## src/rtl/dtc_pkg.sv

```systemverilog
`timescale 1ns / 1ps
// Shared types and constants of the delimited token classifier.
package dtc_pkg;

   localparam int MAX_TOKENS     = 16;
   localparam int TOKEN_BUF_SIZE = 256;

   localparam int CHAR_W   = 8;
   localparam int INDEX_W  = 5;
   localparam int VALUE_W  = 32;
   localparam int LENGTH_W = 8;
   localparam int COUNT_W  = $clog2(MAX_TOKENS + 1);
   localparam int CURLEN_W = $clog2(TOKEN_BUF_SIZE);
   localparam int ACC_W    = 64;

   localparam int RSP_FIFO_DEPTH = 4;
   localparam int RSP_PTR_W      = $clog2(RSP_FIFO_DEPTH);
   localparam int RSP_CNT_W      = $clog2(RSP_FIFO_DEPTH + 1);

   typedef enum logic [1:0] {
      KIND_DEC = 2'd0,
      KIND_HEX = 2'd1,
      KIND_STR = 2'd2,
      KIND_SUM = 2'd3
   } kind_type;

   typedef enum logic [1:0] {
      ST_OK       = 2'd0,
      ST_TOO_MANY = 2'd1,
      ST_TOO_LONG = 2'd2
   } status_type;

   typedef struct packed {
      kind_type              kind;
      logic [INDEX_W-1:0]    token_index;
      logic [VALUE_W-1:0]    number_value;
      logic [LENGTH_W-1:0]   token_length;
      status_type            status;
      logic                  end_flag;
   } rsp_item_type;

   typedef struct packed {
      logic         first_valid;
      logic         second_valid;
      rsp_item_type first;
      rsp_item_type second;
   } emit_type;

   typedef struct packed {
      logic neg;
      logic bad;
      logic ovf;
      logic dig;
   } dec_flags_type;

   typedef struct packed {
      logic bad;
      logic ovf;
   } hex_flags_type;

endpackage

```

## src/rtl/dtc_if.sv

```systemverilog
`timescale 1ns / 1ps
// Valid/ready channel interfaces for the byte input and the result output.
interface dtc_req_if;
   logic       valid;
   logic       ready;
   logic [7:0] char_in;
   logic       last_byte;

   modport source (output valid, output char_in, output last_byte, input ready);
   modport sink (input valid, input char_in, input last_byte, output ready);
endinterface

interface dtc_rsp_if;
   logic        valid;
   logic        ready;
   logic [1:0]  kind;
   logic [4:0]  token_index;
   logic [31:0] number_value;
   logic [7:0]  token_length;
   logic [1:0]  status;
   logic        end_flag;

   modport source (output valid, output kind, output token_index, output number_value,
                   output token_length, output status, output end_flag, input ready);
   modport sink (input valid, input kind, input token_index, input number_value,
                 input token_length, input status, input end_flag, output ready);
endinterface

```

## src/rtl/delimited_token_classifier.sv

```systemverilog
`timescale 1ns / 1ps
// Top level of the delimited token classifier: byte channel in, token result channel out.
// Every byte is classified combinationally against the token state as it is accepted;
// a new byte is accepted each cycle while the four-entry result queue has room for two
// items. A byte yields zero, one or two result items (a closing token and the end summary
// on the last byte), and the output side delivers one item per cycle, so a stream runs at
// one byte per cycle unless the consumer stalls or last bytes arrive back to back. The
// longest path is the 64-bit times-ten add of the decimal recognizer and its overflow test.
module delimited_token_classifier (
   input logic        clock,
   input logic        reset,
   dtc_req_if.sink    req_ch,
   dtc_rsp_if.source  rsp_ch
);
   import dtc_pkg::*;

   emit_type     emit;
   rsp_item_type out_item;
   logic         space_ok;
   logic         accept;

   assign req_ch.ready = space_ok && !reset;
   assign accept       = req_ch.valid && req_ch.ready;

   dtc_core u_core (
      .clock     (clock),
      .reset     (reset),
      .accept    (accept),
      .char_in   (req_ch.char_in),
      .last_byte (req_ch.last_byte),
      .emit      (emit)
   );

   dtc_rsp_fifo u_fifo (
      .clock     (clock),
      .reset     (reset),
      .emit      (emit),
      .space_ok  (space_ok),
      .out_valid (rsp_ch.valid),
      .out_ready (rsp_ch.ready),
      .out_item  (out_item)
   );

   assign rsp_ch.kind         = out_item.kind;
   assign rsp_ch.token_index  = out_item.token_index;
   assign rsp_ch.number_value = out_item.number_value;
   assign rsp_ch.token_length = out_item.token_length;
   assign rsp_ch.status       = out_item.status;
   assign rsp_ch.end_flag     = out_item.end_flag;

endmodule

```

## src/rtl/dtc_core.sv

```systemverilog
`timescale 1ns / 1ps
// Tokenizer state and per-byte classification; emits up to two result items per byte.
module dtc_core (
   input  logic                      clock,
   input  logic                      reset,
   input  logic                      accept,
   input  logic [dtc_pkg::CHAR_W-1:0] char_in,
   input  logic                      last_byte,
   output dtc_pkg::emit_type         emit
);
   import dtc_pkg::*;

   localparam logic [CHAR_W-1:0] CHAR_ZERO  = 8'h30;
   localparam logic [CHAR_W-1:0] CHAR_NINE  = 8'h39;
   localparam logic [CHAR_W-1:0] CHAR_PLUS  = 8'h2B;
   localparam logic [CHAR_W-1:0] CHAR_MINUS = 8'h2D;
   localparam logic [CHAR_W-1:0] CHAR_X     = 8'h78;
   localparam logic [CHAR_W-1:0] CHAR_COMMA = 8'h2C;
   localparam logic [CHAR_W-1:0] CHAR_COLON = 8'h3A;
   localparam logic [CHAR_W-1:0] CHAR_SPACE = 8'h20;
   localparam logic [CHAR_W-1:0] CHAR_TAB   = 8'h09;
   localparam logic [CHAR_W-1:0] CHAR_CR    = 8'h0D;
   localparam logic [CHAR_W-1:0] CHAR_NUL   = 8'h00;
   localparam logic [CHAR_W-1:0] CHAR_LA    = 8'h61;
   localparam logic [CHAR_W-1:0] CHAR_LF_HEX = 8'h66;
   localparam logic [CHAR_W-1:0] CHAR_UA    = 8'h41;
   localparam logic [CHAR_W-1:0] CHAR_UF    = 8'h46;
   localparam logic [ACC_W-1:0]  DEC_MUL_LIMIT = 64'd922337203685477580;
   localparam logic [4:0]        HEX_NONE = 5'd16;
   localparam logic [COUNT_W-1:0]  MAX_COUNT  = COUNT_W'(MAX_TOKENS);
   localparam logic [CURLEN_W-1:0] MAX_CURLEN = CURLEN_W'(TOKEN_BUF_SIZE - 1);
   localparam logic [CURLEN_W-1:0] HEX_MIN_LEN = CURLEN_W'(2);

   function automatic logic is_delim(input logic [CHAR_W-1:0] c);
      is_delim = (c == CHAR_SPACE) || (c >= CHAR_TAB && c <= CHAR_CR) ||
                 (c == CHAR_COMMA) || (c == CHAR_COLON) || (c == CHAR_NUL);
   endfunction

   function automatic logic [4:0] hex_value(input logic [CHAR_W-1:0] c);
      logic [4:0] v;
      v = HEX_NONE;
      if (c >= CHAR_ZERO && c <= CHAR_NINE) begin
         v = {1'b0, c[3:0]};
      end else if ((c >= CHAR_LA && c <= CHAR_LF_HEX) || (c >= CHAR_UA && c <= CHAR_UF)) begin
         v = 5'({1'b0, c[3:0]} + 5'd9);
      end
      return v;
   endfunction

   logic                in_token_ff, in_token_in;
   logic [CURLEN_W-1:0] cur_length_ff, cur_length_in;
   logic [COUNT_W-1:0]  count_ff, count_in;
   logic [ACC_W-1:0]    dec_mag_ff, dec_mag_in;
   dec_flags_type       dec_flags_ff, dec_flags_in;
   logic [ACC_W-1:0]    hex_acc_ff, hex_acc_in;
   hex_flags_type       hex_flags_ff, hex_flags_in;
   status_type          error_ff, error_in;

   logic                delim, no_error, start, feed, close_delim, close_last, close_any;
   logic                err_many, err_long, is_digit, pos_one;
   logic [ACC_W-1:0]    base_mag, base_hex, mag_times_ten;
   dec_flags_type       base_dflags;
   hex_flags_type       base_hflags;
   logic [4:0]          hex_digit;
   logic                dec_ok, hex_ok;
   rsp_item_type        close_item, sum_item;

   always_comb begin
      delim    = is_delim(char_in);
      no_error = (error_ff == ST_OK);
      start    = no_error && !in_token_ff && !delim && (count_ff < MAX_COUNT);
      err_many = no_error && !in_token_ff && !delim && (count_ff >= MAX_COUNT);
      err_long = no_error && in_token_ff && !delim && (cur_length_ff >= MAX_CURLEN);
      close_delim = no_error && in_token_ff && delim;
      feed     = start || (no_error && in_token_ff && !delim && (cur_length_ff < MAX_CURLEN));

      base_mag    = start ? '0 : dec_mag_ff;
      base_dflags = start ? '0 : dec_flags_ff;
      base_hex    = start ? '0 : hex_acc_ff;
      base_hflags = start ? '0 : hex_flags_ff;
      pos_one     = !start && (cur_length_ff == CURLEN_W'(1));

      is_digit      = (char_in >= CHAR_ZERO) && (char_in <= CHAR_NINE);
      mag_times_ten = (base_mag << 3) + (base_mag << 1) + ACC_W'(char_in[3:0]);
      hex_digit     = hex_value(char_in);

      dec_mag_in   = base_mag;
      dec_flags_in = base_dflags;
      hex_acc_in   = base_hex;
      hex_flags_in = base_hflags;

      if (start && (char_in == CHAR_PLUS || char_in == CHAR_MINUS)) begin
         if (char_in == CHAR_MINUS) begin
            dec_flags_in.neg = 1'b1;
         end
      end else if (is_digit) begin
         dec_flags_in.dig = 1'b1;
         if (!base_dflags.ovf) begin
            if (base_mag > DEC_MUL_LIMIT) begin
               dec_flags_in.ovf = 1'b1;
            end else begin
               dec_mag_in = mag_times_ten;
               if (mag_times_ten[ACC_W-1] && (|mag_times_ten[ACC_W-2:0])) begin
                  dec_flags_in.ovf = 1'b1;
               end
            end
         end
      end else begin
         dec_flags_in.bad = 1'b1;
      end

      if (start) begin
         if (char_in != CHAR_ZERO) begin
            hex_flags_in.bad = 1'b1;
         end
      end else if (pos_one) begin
         if (char_in != CHAR_X) begin
            hex_flags_in.bad = 1'b1;
         end
      end else if (hex_digit == HEX_NONE) begin
         hex_flags_in.bad = 1'b1;
      end else if (!base_hflags.ovf) begin
         if (|base_hex[ACC_W-1:ACC_W-4]) begin
            hex_flags_in.ovf = 1'b1;
         end else begin
            hex_acc_in = {base_hex[ACC_W-5:0], hex_digit[3:0]};
         end
      end

      if (!feed) begin
         dec_mag_in   = dec_mag_ff;
         dec_flags_in = dec_flags_ff;
         hex_acc_in   = hex_acc_ff;
         hex_flags_in = hex_flags_ff;
      end

      in_token_in   = start ? 1'b1 : (close_delim ? 1'b0 : in_token_ff);
      cur_length_in = start ? CURLEN_W'(1) :
                      (feed ? CURLEN_W'(cur_length_ff + 1'b1) : cur_length_ff);
      count_in      = start ? COUNT_W'(count_ff + 1'b1) : count_ff;
      error_in      = err_many ? ST_TOO_MANY : (err_long ? ST_TOO_LONG : error_ff);

      close_last = last_byte && in_token_in && (error_in == ST_OK);
      close_any  = close_delim || close_last;

      dec_ok = !dec_flags_in.bad && !dec_flags_in.ovf && dec_flags_in.dig &&
               !(dec_mag_in[ACC_W-1] && !dec_flags_in.neg);
      hex_ok = (cur_length_in > HEX_MIN_LEN) && !hex_flags_in.bad && !hex_flags_in.ovf;

      close_item.token_index  = INDEX_W'(count_in - 1'b1);
      close_item.token_length = LENGTH_W'(cur_length_in);
      close_item.status       = ST_OK;
      close_item.end_flag     = !last_byte;
      if (dec_ok) begin
         close_item.kind         = KIND_DEC;
         close_item.number_value = dec_flags_in.neg ? VALUE_W'(-dec_mag_in[VALUE_W-1:0]) :
                                                      dec_mag_in[VALUE_W-1:0];
      end else if (hex_ok) begin
         close_item.kind         = KIND_HEX;
         close_item.number_value = hex_acc_in[VALUE_W-1:0];
      end else begin
         close_item.kind         = KIND_STR;
         close_item.number_value = '0;
      end

      sum_item.kind         = KIND_SUM;
      sum_item.token_index  = INDEX_W'(count_in);
      sum_item.number_value = '0;
      sum_item.token_length = '0;
      sum_item.status       = error_in;
      sum_item.end_flag     = 1'b1;

      emit.first_valid  = accept && (close_any || last_byte);
      emit.second_valid = accept && close_any && last_byte;
      emit.first        = close_any ? close_item : sum_item;
      emit.second       = sum_item;
   end

   always_ff @(posedge clock) begin
      if (reset) begin
         in_token_ff   <= 1'b0;
         cur_length_ff <= '0;
         count_ff      <= '0;
         dec_flags_ff  <= '0;
         hex_flags_ff  <= '0;
         error_ff      <= ST_OK;
      end else if (accept) begin
         if (last_byte) begin
            in_token_ff   <= 1'b0;
            cur_length_ff <= '0;
            count_ff      <= '0;
            dec_flags_ff  <= '0;
            hex_flags_ff  <= '0;
            error_ff      <= ST_OK;
         end else begin
            in_token_ff   <= in_token_in;
            cur_length_ff <= cur_length_in;
            count_ff      <= count_in;
            dec_flags_ff  <= dec_flags_in;
            hex_flags_ff  <= hex_flags_in;
            error_ff      <= error_in;
         end
      end
   end

   always_ff @(posedge clock) begin
      if (accept) begin
         dec_mag_ff <= dec_mag_in;
         hex_acc_ff <= hex_acc_in;
      end
   end

endmodule

```

## src/rtl/dtc_rsp_fifo.sv

```systemverilog
`timescale 1ns / 1ps
// Four-entry result queue that takes up to two items per cycle and delivers one while the consumer is ready.
module dtc_rsp_fifo (
   input  logic                  clock,
   input  logic                  reset,
   input  dtc_pkg::emit_type     emit,
   output logic                  space_ok,
   output logic                  out_valid,
   input  logic                  out_ready,
   output dtc_pkg::rsp_item_type out_item
);
   import dtc_pkg::*;

   rsp_item_type           entry_ff [RSP_FIFO_DEPTH];
   logic [RSP_PTR_W-1:0]   wr_ptr_ff, wr_ptr_in;
   logic [RSP_PTR_W-1:0]   rd_ptr_ff, rd_ptr_in;
   logic [RSP_CNT_W-1:0]   count_ff, count_in;
   logic [RSP_PTR_W-1:0]   wr_next;
   logic [RSP_CNT_W-1:0]   push_n;
   logic                   pop;

   always_comb begin
      out_valid = (count_ff != '0);
      out_item  = entry_ff[rd_ptr_ff];
      space_ok  = (count_ff <= RSP_CNT_W'(RSP_FIFO_DEPTH - 2));
      pop       = out_valid && out_ready;
      push_n    = RSP_CNT_W'(emit.first_valid) + RSP_CNT_W'(emit.second_valid);
      wr_next   = RSP_PTR_W'(wr_ptr_ff + 1'b1);
      wr_ptr_in = RSP_PTR_W'(wr_ptr_ff + push_n);
      rd_ptr_in = pop ? RSP_PTR_W'(rd_ptr_ff + 1'b1) : rd_ptr_ff;
      count_in  = RSP_CNT_W'(count_ff + push_n - RSP_CNT_W'(pop));
   end

   always_ff @(posedge clock) begin
      if (reset) begin
         wr_ptr_ff <= '0;
         rd_ptr_ff <= '0;
         count_ff  <= '0;
      end else begin
         wr_ptr_ff <= wr_ptr_in;
         rd_ptr_ff <= rd_ptr_in;
         count_ff  <= count_in;
      end
   end

   always_ff @(posedge clock) begin
      if (emit.first_valid) begin
         entry_ff[wr_ptr_ff] <= emit.first;
      end
      if (emit.second_valid) begin
         entry_ff[wr_next] <= emit.second;
      end
   end

endmodule

```

## src/flat_wrapper.sv

```systemverilog
// flat-port wrapper written by rule: the top's interface ports become plain ports
module delimited_token_classifier_flat import dtc_pkg::*;
  (clock, reset, req_ch_valid, req_ch_char_in, req_ch_last_byte, req_ch_ready, rsp_ch_valid, rsp_ch_kind, rsp_ch_token_index, rsp_ch_number_value, rsp_ch_token_length, rsp_ch_status, rsp_ch_end_flag, rsp_ch_ready);
  dtc_req_if req_ch_i ();
  dtc_rsp_if rsp_ch_i ();
  input logic clock;
  input logic reset;
  input wire logic [$bits(req_ch_i.valid)-1:0] req_ch_valid;
  input wire logic [$bits(req_ch_i.char_in)-1:0] req_ch_char_in;
  input wire logic [$bits(req_ch_i.last_byte)-1:0] req_ch_last_byte;
  output wire logic [$bits(req_ch_i.ready)-1:0] req_ch_ready;
  output wire logic [$bits(rsp_ch_i.valid)-1:0] rsp_ch_valid;
  output wire logic [$bits(rsp_ch_i.kind)-1:0] rsp_ch_kind;
  output wire logic [$bits(rsp_ch_i.token_index)-1:0] rsp_ch_token_index;
  output wire logic [$bits(rsp_ch_i.number_value)-1:0] rsp_ch_number_value;
  output wire logic [$bits(rsp_ch_i.token_length)-1:0] rsp_ch_token_length;
  output wire logic [$bits(rsp_ch_i.status)-1:0] rsp_ch_status;
  output wire logic [$bits(rsp_ch_i.end_flag)-1:0] rsp_ch_end_flag;
  input wire logic [$bits(rsp_ch_i.ready)-1:0] rsp_ch_ready;
  assign req_ch_i.valid = req_ch_valid;
  assign req_ch_i.char_in = req_ch_char_in;
  assign req_ch_i.last_byte = req_ch_last_byte;
  assign req_ch_ready = req_ch_i.ready;
  assign rsp_ch_valid = rsp_ch_i.valid;
  assign rsp_ch_kind = rsp_ch_i.kind;
  assign rsp_ch_token_index = rsp_ch_i.token_index;
  assign rsp_ch_number_value = rsp_ch_i.number_value;
  assign rsp_ch_token_length = rsp_ch_i.token_length;
  assign rsp_ch_status = rsp_ch_i.status;
  assign rsp_ch_end_flag = rsp_ch_i.end_flag;
  assign rsp_ch_i.ready = rsp_ch_ready;
  delimited_token_classifier u_core (.clock(clock), .reset(reset), .req_ch(req_ch_i), .rsp_ch(rsp_ch_i));
endmodule
```

## config.mk

```make
export PLATFORM = sky130hd
export DESIGN_NAME = delimited_token_classifier_flat
export DESIGN_NICKNAME = d
export VERILOG_FILES = /design/src/rtl/dtc_pkg.sv /design/src/rtl/dtc_if.sv /design/src/rtl/delimited_token_classifier.sv /design/src/rtl/dtc_core.sv /design/src/rtl/dtc_rsp_fifo.sv /design/src/flat_wrapper.sv
export SDC_FILE = /design/constraint.sdc
export NUM_CORES = 1
export LEC_CHECK = 0
export BUFFER_PORTS_ARGS = -buffer_cell sky130_fd_sc_hd__buf_4
export CAP_MARGIN = 30
export CORE_MARGIN = 5
export CORE_UTILIZATION = 25
export DETAILED_ROUTE_END_ITERATION = 8
export GPL_TIMING_DRIVEN = 0
export PLACE_DENSITY_LB_ADDON = 0.2
export SYNTH_ARGS = -nofsm -noshare
export SYNTH_HDL_FRONTEND = slang
export SYNTH_SLANG_ARGS = --single-unit
```

## constraint.sdc

```tcl
create_clock -name clock -period 6.71 [get_ports clock]
set_input_delay 0.3355 -clock clock [delete_from_list [all_inputs] [get_ports clock]]
set_output_delay 0.3355 -clock clock [all_outputs]
set_load 0.05 [all_outputs]
```

# Yosys cells after proc, flatten, opt, wreduce, memory -nomap -nowiden
# Memories as Yosys holds them, arrays and structs flattened. A register that Yosys moved wholly into a read port is not among the register bits.
# Index checks and enable logic that the tools add are counted.
dict set report totals {
  out_inout_bits 52
  regBits 157
  mem_bits_rw 200
  n_memories 1
}
# name depth width rd rd_clocked_by_memory_dff wr line
set mem_list {}
lappend mem_list {u_core.u_fifo.entry_ff 4 50 1 1 2 dtc_rsp_fifo.sv:14} ;# rsp_item_type entry_ff [RSP_FIFO_DEPTH];
dict set report classes {
  n_addsub 13
  n_eq_ne 9
  reduce_logical 57
  n_mux 62
  order_cmp 15
}
# op n
set op_table {}
lappend op_table {{64-bit 2-to-1 mux} 12}
lappend op_table {{32-bit 2-to-1 mux} 4}
lappend op_table {{64-bit by 4-bit adder with 64-bit output} 1}
lappend op_table {{64-bit adder} 1}
lappend op_table {{64-bit by 60-bit greater-than comparator with 1-bit output, second input constant} 1}
lappend op_table {{63-bit OR reduction} 1}
lappend op_table {{50-bit 2-to-1 mux} 1}
lappend op_table {{8-bit by 6-bit equality test with 1-bit output, second input constant} 5}
lappend op_table {{32-bit negation} 1}
lappend op_table {{1-bit logical AND} 30}
lappend op_table {{8-bit 2-to-1 mux} 3}
lappend op_table {{1-bit 2-to-1 mux} 23}
lappend op_table {{2-bit 2-to-1 mux} 11}
lappend op_table {{5-bit 2-to-1 mux} 4}
lappend op_table {{8-bit by 7-bit greater-or-equal comparator with 1-bit output, second input constant} 2}
lappend op_table {{8-bit by 7-bit less-or-equal comparator with 1-bit output, second input constant} 2}
lappend op_table {{4-bit 2-to-1 mux} 3}
lappend op_table {{1-bit logical NOT} 11}
lappend op_table {{1-bit logical OR} 9}
lappend op_table {{8-bit by 1-bit adder with 8-bit output, second input constant} 1}
lappend op_table {{8-bit by 1-bit equality test with 1-bit output, second input constant} 1}
lappend op_table {{8-bit by 4-bit greater-or-equal comparator with 1-bit output, second input constant} 1}
lappend op_table {{8-bit by 6-bit greater-or-equal comparator with 1-bit output, second input constant} 1}
lappend op_table {{8-bit greater-or-equal comparator, second input constant} 1}
lappend op_table {{other kinds (24)} 26}

# Depth between registers and ports, before layout
# Gate-level depths: netlist of the first run.
dict set report logic_depth {
  word_depth 26
  depth_mapped 29
  depth_no_buf 24
}

# Cells and area by module
# A second synthesis of the first run with hierarchy kept.
dict set report hier_totals {
  cells_unflattened 2437
  area_unflattened_um2 25351.8
}
# mod instances area_per_inst_um2 cells_each
set by_module_without_submodules {}
lappend by_module_without_submodules {dtc_core 1 15270.9 1901}
lappend by_module_without_submodules {dtc_rsp_fifo 1 10065.9 534}
lappend by_module_without_submodules {delimited_token_classifier 1 15.0 2}

# Worst setup path before layout of the first run
# OpenSTA, ideal clock, no wires.
dict set report synth_timing {
  path_type {input port to flip-flop}
  startpoint {input port req_ch_char_in[4]}
  endpoint {memory u_core.u_fifo.entry_ff[3][42] (netlist bit)}
  slack_ns 0.262
  cell_stages 26
  t_required_ns 6.572
  n_path_buf 7
  t_arrival_ns 6.311
  cell_sequence {nor4b_1 > o211ai_1 > and4_1 > buf_2 > nand2_1 > clkbuf_1 > clkbuf_1 > clkbuf_1 > clkbuf_1 > and2_1 > ha_1 > ha_1 > a211oi_2 > o31ai_4 > a311o_1 > and2_1 > or4_1 > nor4b_2 > nand4_1 > nor4_1 > nand4_1 > o22a_1 > buf_4 > o21ai_4 > buf_2 > o221ai_1}
}
# item line
set synth_rtl {}
lappend synth_rtl {{start, declared} flat_wrapper.sv:9} ;# input wire logic [$bits(req_ch_i.char_in)-1:0] req_ch_char_in;
lappend synth_rtl {{end, declared} dtc_rsp_fifo.sv:14}

==> results of run 1 <==
worst paths after layout:
path | slack (ns) | cells after the start | endpoint | from
worst min-delay path | 0.24 | 4 | u_core.u_fifo.rd_ptr_ff[0]$_SDFFE_PP0P_ | rsp_ch_ready
worst min register to register | 0.46 | 2 | u_core.u_fifo.entry_ff[0][35]$_SDFFE_PP0P_ | u_core.u_fifo.entry_ff[0][35]$_SDFFE_PP0P_
worst max register to register | 0.25 | 26 | u_core.u_fifo.entry_ff[0][42]$_SDFFE_PP0P_ | u_core.u_core.error_ff[0]$_SDFFE_PP0P_
worst max-delay path | 0.21 | 30 | u_core.u_fifo.entry_ff[0][42]$_SDFFE_PP0P_ | req_ch_char_in[1]
cells by family after synthesis:
| family | Yosys count | share of synthesized area [%] |
|---|---|---|
| flip-flops | 359 | 36.0 |
| XOR/XNOR | 86 | 3.13 |
| AO/OA/AOI/OAI | 791 | 22.7 |
| AND/OR/NAND/NOR | 1091 | 21.5 |
| buffers and inverters | 260 | 4.26 |
| multiplexers | 63 | 5.20 |
| adder cells (fa/ha/maj) | 138 | 7.17 |
power by group through the flow:
stage | clock, mW | combinational [mW] | sequential [mW]
2_1_floorplan | 0 | 0.993 | 2.56
3_3_place_gp | 0 | 1.47 | 2.60
3_5_place_dp | 0 | 1.50 | 2.59
4_1_cts | 2.61 | 1.53 | 2.55
5_1_grt | 2.70 | 1.68 | 2.56
6_report | 2.56 | 1.57 | 2.55
layout by cell type, fill, tap and decap left out, types with 12 or more instances in the layout:
master     instances
a21oi_2           23
o31ai_1           17
buf_2             23
or2_2             15
mux4_2            50
a211oi_1          16
buf_1             12
o221ai_1          35
inv_1             73
and2_1            89
clkbuf_16         49
clkbuf_2          12
a21o_1            21
nor2_1           197
or3_1             12
nand3_1           79
clkbuf_1         105
o21ai_0          115
buf_4            113
o21ai_1           18
edfxtp_1         156
nor3_1            43
a22oi_1           24
nand2b_1          12
nor4_1            26
xnor2_1           42
ha_1             127
a21oi_1          166
a31oi_1           18
a22o_1            15
nand4_1           97
xor2_1            36
nand2_1          435
o22ai_1           23
o211ai_1          72
dfxtp_1          203
a221o_1           37
o21a_1            18
state kept, by name, summed over array words and instances, names as in the netlist, 3 cells and up, named ones only:
signal / flops
u_core.u_fifo.entry_ff: 200
u_core.u_core.count_ff: 5
u_core.u_core.hex_acc_ff: 64
u_core.u_fifo.count_ff: 3
u_core.u_core.dec_mag_ff: 64
u_core.u_core.cur_length_ff: 8
u_core.u_core.dec_flags_ff: 4
cell type report:
| cell class | instances | share of cell area [%] |
|---|---|---|
| Multi-Input combinational cell | 2169 | 52.1 |
| Sequential cell | 359 | 30.0 |
| Tap cell | 1276 | 5.47 |
| Clock buffer | 64 | 4.53 |
| Timing Repair Buffer | 116 | 3.47 |
| Buffer | 166 | 2.73 |
| Inverter | 75 | 0.986 |
| Clock inverter | 17 | 0.729 |
per-layer routing:
| layer | up-vias | track usage (%) |
|---|---|---|
| met1 | 11500 | 25.8 |
| met4 | 2 | 4.06 |
| met5 | - | 0 |
| met2 | 684 | 28.5 |
| met3 | 111 | 1.97 |
| li1 | 10800 | - |
worst max-delay path: cells and delay by family:
kind                     cells  cell delay [ns]
AO/OA/AOI/OAI               10             2.61
buffers and inverters       10             1.75
adder cells (fa/ha/maj)      3             0.96
XOR/XNOR                     1             0.12
AND/OR/NAND/NOR              6             1.13
repair_timing:
action	CTS	global route
pin swaps	19	26
endpoints found under the setup margin	151	136
resized for setup	104	115
gates cloned	0	1
setup buffers	21	18
through the flow:
stage	area, um2	cells	util, %	hold WS, ns
2_1_floorplan	24300	2788	-	0.420
3_3_place_gp	26400	4127	27.3	0.437
3_5_place_dp	26500	4138	27.5	0.444
4_1_cts	28600	4227	29.6	0.238
5_1_grt	29200	4242	30.2	0.291
6_report	29200	4242	30.2	0.243
==> flow_summary.yaml, run 1 <==
run_status:
  status: "finished clean"
floorplanning:
  die_x_um: 322
  start_util_pct: 25.2
  core_mm2: 0.0966
  rows: 114
  chipHeight_um: 322
  die_area_mm2: 0.103
  pin_count: 65
setup_path:
  worstPathArrival_ns: 6.96
  cpMostUsedCell: "buf_4"
  path_max_fanout: 11
  required_ns: 7.16
  worstSetupPathType: "in -> reg"
  critPathCaptureType: "flip-flop"
  slowest_delay_ns: 0.44
  crit_path_top_delay_cell: "fa_1"
  crit_path_start_kind: "input port"
routing:
  final_antenna_net_count: 0
  vias_per_cell: 5.46
  drt-initial-drc-count: 1963
  dr.pass1.iters: 7
  wl_um: 96900
  m1WireLength_um: 45500
  wl_per_cell_um: 22.8
  drcViolationCount: 0
  vias: 23200
  met2_wirelength_um: 44100
  routed.top_layer: "met5"
  wl_met3_um: 5170
sta:
  setup_tns_ns: 0
  maxSlewHeadroom_pct: 27.6
  fmax_mhz: 154
  setup_viol: 0
  tightest_slew_ns: 1.08
  finalHoldViolCount: 0
  fin_ws_ns: 0.205
  drv_slew: 0
  fin_crit_sh_pct: 96.9
  period_needed_ns: 6.50
  rsz0062_at_grt: "yes"
  fin_skew_ns: 0.0307
power_and_ir_drop:
  ir_drop_uv: 183
  leakage_nw: 10.8
  netSwitchingPower_mw: 2.22
  p_int_mw: 4.46
  combPwrFrac_pct: 23.5
  power_frac_clock_pct: 38.3
  seqPwrFrac_pct: 38.2
  power_mw: 6.67
  sw_frac_of_total_pct: 33.2
  p_per_area_mw_per_mm2: 229
logic_synthesis:
  yosysMostFrequentCell: "nand2_1"
  ys.flop_type: "dfxtp_1"
  synth-warning-count: 0
  yosysTopAreaCellShare_pct: 19.3
  syn_area_per_cell_um2: 8.71
  synth_cells: 2788
  synth.area.top_cells: "edfxtp_1, dfxtp_1, ha_1, nand2_1, mux4_2"
  synth_top_area_cell: "edfxtp_1"
  ys_types: 100
  ys_seq_area_share_pct: 36.0
  ys_ff_latch: 359
  syn_nets: 2939
  syn_area_mm2: 0.0243
  synthArstFlopShare_pct: 0
  ys_top_cells_by_count: "nand2_1, dfxtp_1, nor2_1, a21oi_1, edfxtp_1"
  synth_edf_count: 156
final_layout:
  nNetsFinal: 3084
  drive_gt1_share_pct: 15.6
  area_growth_pct: 20.2
  diodes: 0
  fillers: 10300
  multi_input_area_mm2: 0.0152
  regArea_mm2: 0.00875
global_route:
  grt_first_pass_wirelength_um: 144000
  grt_overflow_total: 0
  grt_max_degree: 58
  grt_pass1_vias: 22000
  grt_use_total_pct: 17.8
  antenna_found_initial: 1
cts:
  cts_tree: "yes"
  cts-root-buf: "clkbuf_16"
  numCtsBuffers: 46
  clockBufferDepth: 3
  cts_hold_buf: 0
  cts.clk_slew.worst_paths_ns: 0.06
  clk_latency_ns: 0.61
  htree_levels: 2
  cts.sinks: 359
placed_design:
  place_congestion: 0.879
  pre_cts_slack_ns: -2.97
  portBuffers: 63
  hpwl_um: 73300
flow_run:
  drv.max_cap_violation_count: 0
worst_hold_path:
  hold_path.class: "in -> reg"
Note: power is estimated with default switching activity, not from simulation.
==> run 2: changes to the inputs <==
Settings changed: ABC_AREA set to 1, CAP_MARGIN 30 to 20, CELL_PAD_IN_SITES_DETAIL_PLACEMENT set to 0, CELL_PAD_IN_SITES_GLOBAL_PLACEMENT set to 2.
==> run 2 against run 1 <==
  * Setup slack better by 0.081 ns
  * Final area up 3.5%
  * Sequential power about the same
  * Largest power group is now combinational cells
  * Highest routed layer is now met4
==> flow_summary.yaml, run 2 <==
run_status:
  status: "finished clean"
logic_synthesis:
  synth_top_area_cell: "edfxtp_1"
  synth_cells: 3673
  synth.area.top_cells: "edfxtp_1, dfxtp_1, nand2_1, o21ai_0, ha_1"
  syn_nets: 3824
  yosysTopAreaCellShare_pct: 18.8
  ys_ff_latch: 359
  ys_top_cells_by_count: "nand2_1, nor2_1, inv_1, o21ai_0, nand3_1"
  yosysMostFrequentCell: "nand2_1"
  synth-warning-count: 0
  ys_seq_area_share_pct: 35.0
  ys_types: 55
  ys.flop_type: "dfxtp_1"
  syn_area_mm2: 0.0250
  syn_area_per_cell_um2: 6.80
  synth_edf_count: 156
  synthArstFlopShare_pct: 0
setup_path:
  path_max_fanout: 19
  worstPathArrival_ns: 6.95
  required_ns: 7.24
  critPathTopFamily: "simple AND/OR/NAND/NOR gates"
  worstSetupPathType: "in -> reg"
  crit_path_top_delay_cell: "ha_1"
  slowest_delay_ns: 0.34
  critPathCaptureType: "flip-flop"
  path_buf_inv: 13
  crit_path_start_kind: "input port"
sta:
  fin_crit_sh_pct: 95.7
  drv_slew: 0
  setup_tns_ns: 0
  maxSlewHeadroom_pct: 40.2
  finalHoldViolCount: 0
  fmax_mhz: 156
  fin_skew_ns: 0.0424
  setup_viol: 0
  fin_ws_ns: 0.286
  period_needed_ns: 6.42
  tightest_slew_ns: 0.897
power_and_ir_drop:
  p_per_area_mw_per_mm2: 251
  ir_drop_uv: 221
  leakage_nw: 13.5
  power_mw: 7.57
cts:
  cts.sinks: 359
  clk_latency_ns: 0.62
  clockBufferDepth: 3
  cts-root-buf: "clkbuf_16"
  cts.clk_slew.worst_paths_ns: 0.06
  cts_hold_buf: 0
  numCtsBuffers: 44
  htree_levels: 2
  cts_tree: "yes"
floorplanning:
  chipHeight_um: 326
  rows: 116
  pin_count: 65
  die_x_um: 326
  core_mm2: 0.0996
  start_util_pct: 25.1
  die_area_mm2: 0.106
routing:
  routed.top_layer: "met4"
  dr.pass1.iters: 7
  drcViolationCount: 0
  drt-initial-drc-count: 1853
  met2_wirelength_um: 47900
  wl_um: 107000
  m1WireLength_um: 52600
  wl_per_cell_um: 20.7
  vias: 24900
  wl_met3_um: 3770
  vias_per_cell: 4.83
  final_antenna_net_count: 0
final_layout:
  fin_util_pct: 30.3
  final_cell_mix: "nand2_1, nor2_1, inv_1"
  nNetsFinal: 3974
  area_growth_pct: 21.0
  final_common_cell: "nand2_1"
  regMostFlops: "u_core.u_fifo.entry_ff"
  drive_gt1_share_pct: 12.5
  largest_register_ffs: 200
  finalNonFillerCells: 5155
  reg.largest.list: "u_core.u_fifo.entry_ff: 200 flops, u_core.u_core.dec_mag_ff: 64 flops, u_core.u_core.hex_acc_ff: 64 flops"
  diodes: 0
placed_design:
  portBuffers: 62
  hpwl_um: 82500
  place_congestion: 0.851
  place_inst: 5038
  pre_cts_slack_ns: -4.62
global_route:
  grt_overflow_total: 0
  grt_pass1_vias: 24700
  grt_first_pass_wirelength_um: 159000
  grt_use_total_pct: 19.4
  antenna_found_initial: 2
  grt_max_degree: 51
worst_hold_path:
  hold_path.class: "in -> reg"
flow_run:
  drv.max_cap_violation_count: 0
run 2: path summary, 6_finish.rpt:
kind	end	cells after the start	start	slack, ns
worst max-delay path	u_core.u_fifo.entry_ff[3][27]$_SDFFE_PP0P_	40	req_ch_char_in[1]	0.29
worst min-delay path	u_core.u_core.error_ff[1]$_SDFFE_PP0P_	4	req_ch_last_byte	0.06
worst max register to register	u_core.u_fifo.entry_ff[3][27]$_SDFFE_PP0P_	36	u_core.u_core.error_ff[0]$_SDFFE_PP0P_	0.34
worst min register to register	u_core.u_fifo.entry_ff[1][30]$_SDFFE_PP0P_	2	u_core.u_fifo.entry_ff[1][30]$_SDFFE_PP0P_	0.45
run 2: what timing repair did:
action	CTS	global route
setup buffers	20	16
cloned	1	0
endpoints found under the hold margin	0	0
pin swaps	29	40
gates resized for setup	179	150
setup endpoints to repair	161	136
run 2: stage by stage:
step | cell area (um2) | hold WS [ns]
global route | 30200 | 0.0668
finish | 30200 | 0.0571
CTS | 29500 | 0.0133
detailed placement | 27200 | 0.435
global placement | 27100 | 0.431
floorplan | 25000 | 0.416
run 2: where the power goes:
group          switching [mW]  total, mW  leakage [nW]  internal (mW)
logic                    1.90       2.63          9.74          0.729
clock network            1.06       2.40         0.688           1.34
registers              0.0770       2.55          3.10           2.47
run 2: logic make-up (layout without fill, tap and decap cells):
group | count (synthesis) | count (layout) | synth area share (%)
compound gates | 746 | 746 | 16.8
xor+xnor | 80 | 80 | 2.81
fa+ha+maj | 138 | 138 | 6.98
buf+inv | 571 | 755 | 8.95
flops | 359 | 359 | 35.0
simple gates | 1779 | 1779 | 29.4
run 2: area by class of cell:
cell class                 count  area (um2)
fill                       11200       69400
multi-input combinational   2743       15200
sequential                   359        8750
tap                         1298        1620
inverter                     416        1570
clock buffer                  69        1290
timing repair buffer         105         895
buffer                       154         806
clock inverter                11         115
run 2: worst reg2reg max path: cells and delay by family (launching register included):
kind	cells	cell delay, ns
flip-flops	1	0.35
AND/OR/NAND/NOR	16	2.27
buffers and inverters	11	1.75
XOR/XNOR	1	0.26
adder cells (fa/ha/maj)	2	0.63
AO/OA/AOI/OAI	6	1.00
run 2: metal layers:
layer / vias to the layer above / track usage [%]
met4: 0 / 4.31
met5: - / 0
met3: 110 / 2.15
met1: 11900 / 27.9
met2: 435 / 31.3
li1: 12500 / -
